===== config.mk =====
export PLATFORM = sky130hd
export DESIGN_NAME = static_array_list_engine
export DESIGN_NICKNAME = d
export VERILOG_FILES = /design/src/rtl/sale_pkg.sv /design/src/rtl/sale_mem.sv /design/src/rtl/sale_cmp.sv /design/src/rtl/sale_ctrl.sv /design/src/rtl/static_array_list_engine.sv
export SDC_FILE = /design/constraint.sdc
export NUM_CORES = 1
export LEC_CHECK = 0
export BUFFER_PORTS_ARGS = -buffer_cell sky130_fd_sc_hd__buf_4
export CORE_UTILIZATION = 60
export CTS_BUF_LIST = sky130_fd_sc_hd__clkbuf_8 sky130_fd_sc_hd__clkbuf_16
export CTS_CLUSTER_SIZE = 12
export DETAILED_ROUTE_END_ITERATION = 10
export PLACE_DENSITY_LB_ADDON = 0.15
export SYNTH_ARGS = -nofsm -noshare
export SYNTH_HDL_FRONTEND = slang
export SYNTH_SLANG_ARGS = --single-unit

===== constraint.sdc =====
create_clock -name clk -period 6.1 [get_ports clk]
set_input_delay 0 -clock clk [delete_from_list [all_inputs] [get_ports clk]]
set_output_delay 0 -clock clk [all_outputs]
set_load 0.1 [all_outputs]

===== src/rtl/sale_pkg.sv =====
package sale_pkg;

  localparam int CAPACITY = 32;
  localparam int IDX_W    = $clog2(CAPACITY);
  localparam int CNT_W    = $clog2(CAPACITY + 1);

  localparam logic [2:0] ACT_INSERT     = 3'd0;
  localparam logic [2:0] ACT_SEARCH     = 3'd1;
  localparam logic [2:0] ACT_REMOVE_VAL = 3'd2;
  localparam logic [2:0] ACT_REMOVE_POS = 3'd3;
  localparam logic [2:0] ACT_DEDUPE     = 3'd4;

  localparam logic [1:0] ORD_APPEND = 2'd0;
  localparam logic [1:0] ORD_ASC    = 2'd1;
  localparam logic [1:0] ORD_DESC   = 2'd2;

  typedef enum logic [4:0] {
    S_IDLE,
    S_INS_RD,
    S_INS_EV,
    S_SHF_RD,
    S_SHF_WR,
    S_INS_WR,
    S_SRC_RD,
    S_SRC_EV,
    S_RMV_RD,
    S_RMV_EV,
    S_RMP_RD,
    S_RMP_WR,
    S_DDP_RD,
    S_DDP_HOLD,
    S_DDP_KRD,
    S_DDP_KEV,
    S_DONE
  } state_t;

  typedef struct packed {
    logic [2:0]       action;
    logic signed [7:0] value;
    logic [1:0]       insert_order;
    logic [4:0]       position;
  } req_t;

  typedef struct packed {
    logic       ok;
    logic [4:0] found_index;
    logic [5:0] entry_count;
  } res_t;

  typedef struct packed {
    logic             we;
    logic [IDX_W-1:0] waddr;
    logic [7:0]       wdata;
    logic [IDX_W-1:0] raddr;
  } mem_req_t;

  typedef struct packed {
    logic eq;
    logic gt;
    logic lt;
  } cmp_t;

endpackage


===== src/rtl/sale_mem.sv =====
module sale_mem
  import sale_pkg::*;
(
  input  logic       clk,
  input  mem_req_t   mem_req,
  output logic [7:0] rdata
);

  logic [7:0] mem [CAPACITY];
  logic [7:0] rdata_r;

  always_ff @(posedge clk) begin
    if (mem_req.we) begin
      mem[mem_req.waddr] <= mem_req.wdata;
    end
    rdata_r <= mem[mem_req.raddr];
  end

  assign rdata = rdata_r;

endmodule


===== src/rtl/sale_cmp.sv =====
module sale_cmp
  import sale_pkg::*;
(
  input  logic signed [7:0] a,
  input  logic signed [7:0] b,
  output cmp_t              cmp
);

  always_comb begin
    cmp.eq = (a == b);
    cmp.gt = (a > b);
    cmp.lt = (a < b);
  end

endmodule


===== src/rtl/sale_ctrl.sv =====
module sale_ctrl
  import sale_pkg::*;
(
  input  logic              clk,
  input  logic              rst_n,
  input  logic              req_valid,
  input  req_t              req,
  output logic              req_ready,
  output logic              res_valid,
  input  logic              res_ready,
  output res_t              res,
  output mem_req_t          mem_req,
  input  logic [7:0]        rdata,
  output logic signed [7:0] key,
  input  cmp_t              cmp
);

  state_t            state_r, state_nxt;
  logic signed [7:0] v_r, v_nxt;
  logic [1:0]        order_r, order_nxt;
  logic [CNT_W-1:0]  count_r, count_nxt;
  logic [CNT_W-1:0]  i_r, i_nxt;
  logic [CNT_W-1:0]  w_r, w_nxt;
  logic [CNT_W-1:0]  p_r, p_nxt;
  logic [CNT_W-1:0]  k_r, k_nxt;
  logic              hit_r, hit_nxt;
  logic              ok_r, ok_nxt;
  logic [4:0]        idx_r, idx_nxt;

  logic [CNT_W-1:0] ip1, im1, ip2, wp1, kp1;
  logic             ins_adv;

  assign ip1 = i_r + CNT_W'(1);
  assign ip2 = i_r + CNT_W'(2);
  assign im1 = i_r - CNT_W'(1);
  assign wp1 = w_r + CNT_W'(1);
  assign kp1 = k_r + CNT_W'(1);

  assign ins_adv = (order_r == ORD_ASC) ? cmp.gt : cmp.lt;

  always_ff @(posedge clk) begin
    if (!rst_n) begin
      state_r <= S_IDLE;
      count_r <= '0;
    end else begin
      state_r <= state_nxt;
      count_r <= count_nxt;
    end
    v_r     <= v_nxt;
    order_r <= order_nxt;
    i_r     <= i_nxt;
    w_r     <= w_nxt;
    p_r     <= p_nxt;
    k_r     <= k_nxt;
    hit_r   <= hit_nxt;
    ok_r    <= ok_nxt;
    idx_r   <= idx_nxt;
  end

  always_comb begin
    state_nxt     = state_r;
    v_nxt         = v_r;
    order_nxt     = order_r;
    count_nxt     = count_r;
    i_nxt         = i_r;
    w_nxt         = w_r;
    p_nxt         = p_r;
    k_nxt         = k_r;
    hit_nxt       = hit_r;
    ok_nxt        = ok_r;
    idx_nxt       = idx_r;
    mem_req.we    = 1'b0;
    mem_req.waddr = i_r[IDX_W-1:0];
    mem_req.wdata = rdata;
    mem_req.raddr = i_r[IDX_W-1:0];
    req_ready     = (state_r == S_IDLE);
    res_valid     = (state_r == S_DONE);

    unique case (state_r)
      S_IDLE: begin
        if (req_valid) begin
          v_nxt     = req.value;
          order_nxt = req.insert_order;
          ok_nxt    = 1'b0;
          idx_nxt   = '0;
          i_nxt     = '0;
          w_nxt     = '0;
          hit_nxt   = 1'b0;
          unique case (req.action)
            ACT_INSERT: begin
              if (count_r == CNT_W'(CAPACITY)) begin
                state_nxt = S_DONE;
              end else if ((req.insert_order == ORD_ASC || req.insert_order == ORD_DESC)
                           && count_r != '0) begin
                state_nxt = S_INS_RD;
              end else begin
                p_nxt     = count_r;
                state_nxt = S_INS_WR;
              end
            end
            ACT_SEARCH: begin
              state_nxt = (count_r == '0) ? S_DONE : S_SRC_RD;
            end
            ACT_REMOVE_VAL: begin
              state_nxt = (count_r == '0) ? S_DONE : S_RMV_RD;
            end
            ACT_REMOVE_POS: begin
              i_nxt = CNT_W'(req.position);
              if (CNT_W'(req.position) >= count_r) begin
                state_nxt = S_DONE;
              end else if (CNT_W'(req.position) + CNT_W'(1) == count_r) begin
                count_nxt = count_r - CNT_W'(1);
                ok_nxt    = 1'b1;
                state_nxt = S_DONE;
              end else begin
                state_nxt = S_RMP_RD;
              end
            end
            ACT_DEDUPE: begin
              ok_nxt    = 1'b1;
              state_nxt = (count_r == '0) ? S_DONE : S_DDP_RD;
            end
            default: begin
              state_nxt = S_DONE;
            end
          endcase
        end
      end
      S_INS_RD: begin
        state_nxt = S_INS_EV;
      end
      S_INS_EV: begin
        if (ins_adv) begin
          i_nxt = ip1;
          if (ip1 == count_r) begin
            p_nxt     = count_r;
            state_nxt = S_INS_WR;
          end else begin
            state_nxt = S_INS_RD;
          end
        end else begin
          p_nxt     = i_r;
          i_nxt     = count_r;
          state_nxt = S_SHF_RD;
        end
      end
      S_SHF_RD: begin
        mem_req.raddr = im1[IDX_W-1:0];
        state_nxt     = S_SHF_WR;
      end
      S_SHF_WR: begin
        mem_req.we    = 1'b1;
        mem_req.waddr = i_r[IDX_W-1:0];
        i_nxt         = im1;
        state_nxt     = (im1 == p_r) ? S_INS_WR : S_SHF_RD;
      end
      S_INS_WR: begin
        mem_req.we    = 1'b1;
        mem_req.waddr = p_r[IDX_W-1:0];
        mem_req.wdata = v_r;
        count_nxt     = count_r + CNT_W'(1);
        ok_nxt        = 1'b1;
        state_nxt     = S_DONE;
      end
      S_SRC_RD: begin
        state_nxt = S_SRC_EV;
      end
      S_SRC_EV: begin
        if (cmp.eq) begin
          ok_nxt    = 1'b1;
          idx_nxt   = i_r[4:0];
          state_nxt = S_DONE;
        end else begin
          i_nxt     = ip1;
          state_nxt = (ip1 == count_r) ? S_DONE : S_SRC_RD;
        end
      end
      S_RMV_RD: begin
        state_nxt = S_RMV_EV;
      end
      S_RMV_EV: begin
        i_nxt = ip1;
        if (cmp.eq) begin
          hit_nxt = 1'b1;
        end else begin
          mem_req.we    = 1'b1;
          mem_req.waddr = w_r[IDX_W-1:0];
          w_nxt         = wp1;
        end
        if (ip1 == count_r) begin
          count_nxt = w_nxt;
          ok_nxt    = hit_nxt;
          state_nxt = S_DONE;
        end else begin
          state_nxt = S_RMV_RD;
        end
      end
      S_RMP_RD: begin
        mem_req.raddr = ip1[IDX_W-1:0];
        state_nxt     = S_RMP_WR;
      end
      S_RMP_WR: begin
        mem_req.we    = 1'b1;
        mem_req.waddr = i_r[IDX_W-1:0];
        i_nxt         = ip1;
        if (ip2 == count_r) begin
          count_nxt = count_r - CNT_W'(1);
          ok_nxt    = 1'b1;
          state_nxt = S_DONE;
        end else begin
          state_nxt = S_RMP_RD;
        end
      end
      S_DDP_RD: begin
        state_nxt = S_DDP_HOLD;
      end
      S_DDP_HOLD: begin
        v_nxt = rdata;
        k_nxt = '0;
        if (w_r == '0) begin
          mem_req.we    = 1'b1;
          mem_req.waddr = w_r[IDX_W-1:0];
          w_nxt         = wp1;
          i_nxt         = ip1;
          if (ip1 == count_r) begin
            count_nxt = wp1;
            state_nxt = S_DONE;
          end else begin
            state_nxt = S_DDP_RD;
          end
        end else begin
          state_nxt = S_DDP_KRD;
        end
      end
      S_DDP_KRD: begin
        mem_req.raddr = k_r[IDX_W-1:0];
        state_nxt     = S_DDP_KEV;
      end
      S_DDP_KEV: begin
        if (cmp.eq || kp1 == w_r) begin
          if (!cmp.eq) begin
            mem_req.we    = 1'b1;
            mem_req.waddr = w_r[IDX_W-1:0];
            mem_req.wdata = v_r;
            w_nxt         = wp1;
          end
          i_nxt = ip1;
          if (ip1 == count_r) begin
            count_nxt = w_nxt;
            state_nxt = S_DONE;
          end else begin
            state_nxt = S_DDP_RD;
          end
        end else begin
          k_nxt     = kp1;
          state_nxt = S_DDP_KRD;
        end
      end
      S_DONE: begin
        if (res_ready) begin
          state_nxt = S_IDLE;
        end
      end
      default: begin
        state_nxt = S_IDLE;
      end
    endcase
  end

  assign key             = v_r;
  assign res.ok          = ok_r;
  assign res.found_index = idx_r;
  assign res.entry_count = count_r;

`ifndef ASSERT_OFF
  a_count_bound: assert property (@(posedge clk) disable iff (!rst_n)
    count_r <= CNT_W'(CAPACITY))
    else $error("entry count exceeds capacity");

  a_no_idle_write: assert property (@(posedge clk) disable iff (!rst_n)
    mem_req.we |-> (state_r != S_IDLE && state_r != S_DONE))
    else $error("memory written outside an operation");

  a_ready_vs_result: assert property (@(posedge clk) disable iff (!rst_n)
    req_ready |-> !res_valid)
    else $error("request taken while a result is pending");

  a_done_to_idle: assert property (@(posedge clk) disable iff (!rst_n)
    (res_valid && res_ready) |=> req_ready)
    else $error("sequencer did not return to idle after delivery");

  a_insert_count: assert property (@(posedge clk) disable iff (!rst_n)
    (state_r == S_INS_WR) |=> (count_r == $past(count_r) + CNT_W'(1)))
    else $error("insert did not grow the list by one");
`endif

endmodule


===== src/rtl/static_array_list_engine.sv =====
// An append insert goes from acceptance to its write state, then to the result.
// A scan step through the registered entry memory takes a read state and an evaluate
// state per entry; a search or remove-by-value scans the list, a sorted insert scans
// and then shifts, and a dedupe compares each entry with the kept ones up to a match.
// One item is in work at a time; the next one is taken once the sequencer is back in
// idle after the result is taken. Reset (rst_n low, synchronous) empties the list.
module static_array_list_engine
  import sale_pkg::*;
(
  input  logic        clk,
  input  logic        rst_n,
  input  logic        in_tvalid,
  output logic        in_tready,
  // Fields from bit 0: action[2:0], value[10:3], insert_order[12:11],
  // position[17:13], zero fill.
  input  logic [23:0] in_tdata,
  output logic        out_tvalid,
  input  logic        out_tready,
  // Fields from bit 0: ok[0], found_index[5:1], entry_count[11:6], zero fill.
  output logic [15:0] out_tdata
);

  req_t              req;
  res_t              res;
  logic              res_valid;
  logic              res_ready;
  mem_req_t          mem_req;
  logic [7:0]        rdata;
  logic signed [7:0] key;
  cmp_t              cmp;
  logic              out_valid_r;
  res_t              out_res_r;

  assign req.action       = in_tdata[2:0];
  assign req.value        = in_tdata[10:3];
  assign req.insert_order = in_tdata[12:11];
  assign req.position     = in_tdata[17:13];

  sale_mem u_mem (
    .clk     (clk),
    .mem_req (mem_req),
    .rdata   (rdata)
  );

  sale_cmp u_cmp (
    .a   (key),
    .b   (rdata),
    .cmp (cmp)
  );

  sale_ctrl u_ctrl (
    .clk       (clk),
    .rst_n     (rst_n),
    .req_valid (in_tvalid),
    .req       (req),
    .req_ready (in_tready),
    .res_valid (res_valid),
    .res_ready (res_ready),
    .res       (res),
    .mem_req   (mem_req),
    .rdata     (rdata),
    .key       (key),
    .cmp       (cmp)
  );

  assign res_ready = !out_valid_r || out_tready;

  always_ff @(posedge clk) begin
    if (!rst_n) begin
      out_valid_r <= 1'b0;
    end else if (res_valid && res_ready) begin
      out_valid_r <= 1'b1;
    end else if (out_tready) begin
      out_valid_r <= 1'b0;
    end
    if (res_valid && res_ready) begin
      out_res_r <= res;
    end
  end

  assign out_tvalid = out_valid_r;
  assign out_tdata  = {4'b0, out_res_r.entry_count, out_res_r.found_index, out_res_r.ok};

endmodule


Word-level counts from Yosys, hierarchy flattened. Memories as Yosys holds them, arrays and structs flattened. A register that Yosys moved wholly into a read port is not among the register bits. Cells that the tools add are included.

Memories kept: 1. Word-level logic and storage cells: 188. Flip-flop bits (word level): 65. Memory bits (writable): 256. Output and inout bits: 18. Bits of input ports: 28.

Equality and inequality tests: 47. Magnitude comparators: 3. Add/sub/neg operators: 8. Reduce and logical (&&, ||, !) cells: 34. Muxes and demuxes: 80.

Memory list: u_mem.mem (words 32, bits a word 8, read ports 1, clocked after memory_dff 1, write ports 1, line sale_mem.sv:9) `logic [7:0] mem [CAPACITY];`.

Operator list (count): $mux 6 (27); $mux 5 (18); $pmux 5 s17 (1); $pmux 6 s7 (1); $eq 5x4->1 const B (8); $pmux 6 s6 (1); $pmux 8 s2 (2); $eq 6x6->1 (5); $pmux 6 s5 (1); $mux 14 (2); $pmux 5 s5 (1); $add 6x1->6 const B (4); $pmux 6 s2 (2); $pmux 6 s4 (1); $eq 5x3->1 const B (4); $ne 2x1->1 const B (10); $pmux 5 s3 (1); $mux 1 (13); $logic_not 6->1 (2); $mux 3 (4); $ne 2x2->1 const B (6); $reduce_bool 2->1 (6); $reduce_bool 6->1 (2); $sub 6x1->6 const B (2); 35 further kinds (48).

Depth between registers and ports, before layout.
Depth after elaboration: 8. Depth in mapped cells: 14. Depth with buffers taken out: 12.

By module. Synthesis repeated with hierarchy kept, for this count alone.

Cells, all modules: 1020. Area, all modules: 15359.7 µm².

By module, submodules not included: sale_mem (seq. area each 7847.5 µm², times used 1, area an instance 10053.4 µm², cells each 417); sale_ctrl (seq. area each 1451.4 µm², times used 1, area an instance 4611.9 µm², cells each 549); static_array_list_engine (seq. area each 380.4 µm², times used 1, area an instance 451.7 µm², cells each 22); sale_cmp (seq. area each 0.0 µm², times used 1, area an instance 242.7 µm², cells each 32).

Least setup slack after synthesis. No wires, ideal clock.

Kind: register -> register. Start: reg u_ctrl.k_r[0]. End: mem u_mem.mem[0][0] (data pin). Clock period less this slack: 3.594 ns. Path buffers: 1. Slack: 2.506 ns. Arrival: 3.139 ns. Setup time: 0.454 ns. Required time: 5.646 ns. Cell stages (with the launch flop): 9. Cells stage by stage: edfxtp_1 ha_1 xnor2_1 xnor2_1 nand4b_1 nor2_2 a31oi_1 clkbuf_1 o21ai_0.

RTL lines: start: declaration (line sale_ctrl.sv:25) `logic [CNT_W-1:0] k_r, k_nxt;`; start signal: assignment (line sale_ctrl.sv:54) `k_r <= k_nxt;`; end: declaration (line sale_mem.sv:9).

Final worst setup path.
Start: reg u_ctrl.state_r[2]. End: mem u_mem.mem[29][2], enable pin.

Longest elaborated chain between the ends: 5. Elaborated cells on any way between the ends: 10. Classes of those cells: eq/ne (6); mux (3); reduce/logical (1).

RTL lines: start: declaration (line sale_ctrl.sv:18) `state_t state_r, state_nxt;`; start signal: assignment (line sale_ctrl.sv:46) `state_r <= state_nxt;`; $eq 5x3->1 / $eq 5x4->1 (equally long branches) (line sale_ctrl.sv:79) `unique case (state_r)`; $reduce_or 2->1 (no source line); $pmux 6 s5 (*) (line sale_ctrl.sv:79); $mux 1 (line sale_mem.sv:13) `if (mem_req.we) begin`; $mux 1 (not written as such) (line sale_mem.sv:14) `mem[mem_req.waddr] <= mem_req.wdata;`.

Mark *: on every way between the ends. The rest lies on a longest branch, timed or not.

==> out/qor.json <==
{
  "drt_iter0_drc": 1050,
  "synth_cell_types": 88,
  "worst_hold_slack_ns": 0.0251,
  "grt_pass1_vias": 9982,
  "synth_compound_area_frac": 0.103,
  "largest_net_degree_at_the_start_of_global_routing": 66,
  "clock.fmax_ghz": 0.224,
  "yosysWarningCount": 0,
  "synthesized_area_divided_by_synthesized_cell_count_sq_um": 12.5,
  "vdd.ir_drop.worst_mv": 0.410,
  "synth-async-reset-ratio": 0,
  "power_density_nw_per_um2": 495,
  "tritoncts": "built",
  "slew_headroom": 0.137,
  "synth_top_area_frac": 0.600,
  "setup.worst_path.class": "reg2reg",
  "portion_of_netlist_area_occupied_by_mux_cells": 0.0504,
  "grt_overflow": 0,
  "cp.arrival_ns": 4.60,
  "buffer_ports.inserted": 35,
  "final_hold_viol_count": 0,
  "power.share.sequential": 0.390,
  "logic_pwr_share": 0.393,
  "timing.reg2reg.setup_slack_ns": 1.64,
  "post_cts_buffers": 0,
  "layout.core_utilization": 0.677,
  "globalRouteMet3Util": 0.0578,
  "summed_instance_area_of_the_synthesized_netlist_sq_um": 15500,
  "finalClockSkew_ns": 0.0170,
  "cts_inserted_buffers": 34,
  "total_number_of_vias": 10300,
  "synth-edff-count": 309,
  "finalSetupViolCount": 0,
  "diode_insertion_count_for_antenna_repair": 0,
  "die_w_um": 163,
  "wl_per_cell_um": 22.7,
  "cts-htree-levels": 2,
  "fp.coreArea_sq_um": 25300,
  "final.period_utilization": 0.731,
  "final_nets": 1327,
  "static-leakage-power_nw": 6.02,
  "r2r_cells": 8,
  "fin_tns_setup_ns": 0,
  "timing.max_cap.violations": 0,
  "worstHoldPathType": "in2reg",
  "synth_xor_area_frac": 0.0295,
  "r2r_end": "u_mem.mem[29][2]$_DFFE_PP_",
  "synthSimpleGateAreaFrac": 0.140,
  "area_of_the_multi_input_gates_sq_um": 5360,
  "die_height_um": 163,
  "status": "finished clean",
  "rsz0062_at_grt": "false",
  "use_met2": 0.465,
  "cts-root-to-sink-buffers": 3,
  "clkTransAtPathRegs_ns": 0.06,
  "clock_insertion_delay_worst_skew_ns": 0.51,
  "p_int_mw": 5.11,
  "min_delay_src": "in_tdata[0]",
  "yosys_most_used_dff": "sky130_fd_sc_hd__edfxtp_1",
  "crit_fanout": 23,
  "pwr-share-clk": 0.217,
  "place.gp.congestion": 0.936,
  "start_util": 0.612,
  "initial_antenna_violation_count": 0,
  "clkSinkCount": 329,
  "layout_min_cycle_time_ns": 4.46,
  "grtUsageTotal": 0.288,
  "final_cell_mix": "309 x sky130_fd_sc_hd__edfxtp_1, 201 x sky130_fd_sc_hd__nand2_1, 78 x sky130_fd_sc_hd__nor2_1",
  "r2r_start": "u_ctrl.state_r[2]$_SDFFE_PN0P_",
  "timing.critical_path.from_type": "flip-flop",
  "dr.pass1.iters": 6,
  "place_hpwl_um": 24400,
  "route.detailed.drc": 0,
  "timing.final.max_slew_violations": 0,
  "worst-slew-pin-transition_ns": 1.29,
  "worstSetupEndpointType": "flip-flop",
  "placementRows": 58,
  "drive_above_1_share": 0.107,
  "post_synth_inst_count": 1234,
  "ranking_of_synthesized_cells_by_area": "sky130_fd_sc_hd__edfxtp_1 60%, sky130_fd_sc_hd__nand2_1 4.9%, sky130_fd_sc_hd__dfxtp_1 2.6%, sky130_fd_sc_hd__nand3_1 2.4%, sky130_fd_sc_hd__mux4_2 2.3%",
  "die_area_sq_um": 26400,
  "post_cts_hold_buffer_count": 21,
  "num_io_pins": 46,
  "synth_top_family_by_area": "simple AND/OR/NAND/NOR gates",
  "fillerInstances": 1803,
  "mostFrequentLayoutCell": "sky130_fd_sc_hd__edfxtp_1",
  "drtAntennaViolNets": 0,
  "hold_end": "u_ctrl.state_r[3]$_SDFFE_PN0P_",
  "post_synthesis_register_bit_count": 329,
  "grtUsageMet1": 0.388,
  "power_switching_mw": 3.35,
  "synth_sequential_area_ratio": 0.626,
  "syn2layout_area_growth_pct": 10.5,
  "wl_um": 36900,
  "post-synth-top-area-cell": "sky130_fd_sc_hd__edfxtp_1",
  "grt_most_used_layer": "met2",
  "clk_root_buffer_cell": "sky130_fd_sc_hd__clkbuf_16",
  "synth_fa_ha_area_frac": 0.0223,
  "global_route_wire_length_before_repair_um": 56400,
  "route.detailed.vias_per_inst": 6.38,
  "power_switching_share": 0.396,
  "cts-resized-gates": 0,
  "cp.required_ns": 6.24,
  "layout.area.seq_sq_um": 9680,
  "worst_hold_path.num_cells": 5
}
power groups by stage:
stage	clock network, mW	logic (mW)	registers, mW
finish	1.84	3.32	3.30
floorplan	0	2.33	3.28
detailed placement	0	3.26	3.33
CTS	1.86	3.28	3.29
global route	1.93	3.58	3.32
global placement	0	3.19	3.33
final cells by class:
cell class                 count  share of cell area
clock inverter                21             0.00527
tap                          330              0.0242
timing repair buffer          65              0.0324
multi-input combinational    814               0.314
sequential                   329               0.566
clock buffer                  36              0.0520
inverter                      28             0.00615
sequential cells by signal, indices dropped and copies added, names as in the netlist:
name,cells
u_mem.mem,256
out_tdata,12
u_ctrl.key,8
u_mem.rdata,8
u_ctrl.count_r,6
u_ctrl.i_r,6
u_ctrl.k_r,6
u_ctrl.p_r,6
u_ctrl.w_r,6
u_ctrl.idx_r,5
u_ctrl.state_r,5
u_ctrl.order_r,2
out_tvalid,1
u_ctrl.hit_r,1
u_ctrl.ok_r,1
metrics by stage:
step                total power, mW  setup slack [ns]  cells  area, sq um
floorplan                      5.61              2.51   1237        15500
global placement               6.52              1.90   1545        15900
detailed placement             6.59              1.80   1545        15900
CTS                            8.43              1.76   1623        17100
global route                   8.83              1.31   1623        17100
finish                         8.46              1.64   1623        17100
worst max-delay path by stage:
stage	from	to	slack, ns	depth (start not counted)
floorplan	u_ctrl.k_r[0]$_SDFFCE_PN0P_	u_mem.mem[0][0]$_DFFE_PP_	2.51	8
global placement	u_ctrl.state_r[2]$_SDFFE_PN0P_	u_mem.mem[5][3]$_DFFE_PP_	1.90	8
detailed placement	u_ctrl.state_r[2]$_SDFFE_PN0P_	u_mem.mem[5][0]$_DFFE_PP_	1.80	8
CTS	u_ctrl.state_r[2]$_SDFFE_PN0P_	u_mem.mem[5][3]$_DFFE_PP_	1.76	8
global route	u_ctrl.state_r[2]$_SDFFE_PN0P_	u_mem.mem[5][2]$_DFFE_PP_	1.31	8
finish	u_ctrl.state_r[2]$_SDFFE_PN0P_	u_mem.mem[29][2]$_DFFE_PP_	1.64	8
layer usage:
metal | wire, um | part of all wire
met1 | 14400 | 0.39
met2 | 17500 | 0.47
met3 | 3720 | 0.10
met4 | 1260 | 0.034
met5 | 0 | 0
cell usage after synthesis (all sizes together) (4+ instances only):
master / number
nor3: 15
nor2: 80
a31oi: 26
xor2: 21
nand4: 21
nor4: 4
o221ai: 22
mux4: 16
mux2i: 34
or2: 6
dfxtp: 20
o22ai: 4
ha: 26
a2111oi: 4
a21oi: 50
a22oi: 9
xnor2: 23
o21ai: 32
buf: 36
nand3: 73
and2: 12
nor3b: 6
a221oi: 5
o21bai: 4
a21o: 5
mux2: 7
nand2b: 10
inv: 27
and3: 9
edfxtp: 309
clkbuf: 30
a221o: 7
nor2b: 8
a211oi: 10
nand2: 202
nand3b: 7
o21a: 5
cell families (layout without fill, tap and decap cells):
kind of cell               count (synthesis)  after routing
xor gates and xnor gates                  47             47
buffers and inverters                     94            150
and+or+nand+nor                          463            463
adders and majority gates                 27             27
DFF                                      329            329
muxes                                     57             57
AOI/OAI and AO/OA                        216            216
other                                      1              4
critical path: stages, from the launching register on:
cell,delay [ns]
sky130_fd_sc_hd__dfxtp_1,0.79
sky130_fd_sc_hd__nor2b_1,0.45
sky130_fd_sc_hd__nand3_1,0.64
sky130_fd_sc_hd__nor2_1,0.45
sky130_fd_sc_hd__a221o_1,0.21
sky130_fd_sc_hd__a31o_2,0.11
sky130_fd_sc_hd__a21boi_2,0.28
sky130_fd_sc_hd__nand2_1,0.42
sky130_fd_sc_hd__nor2_1,0.74
(Power assumes the default switching activity.)
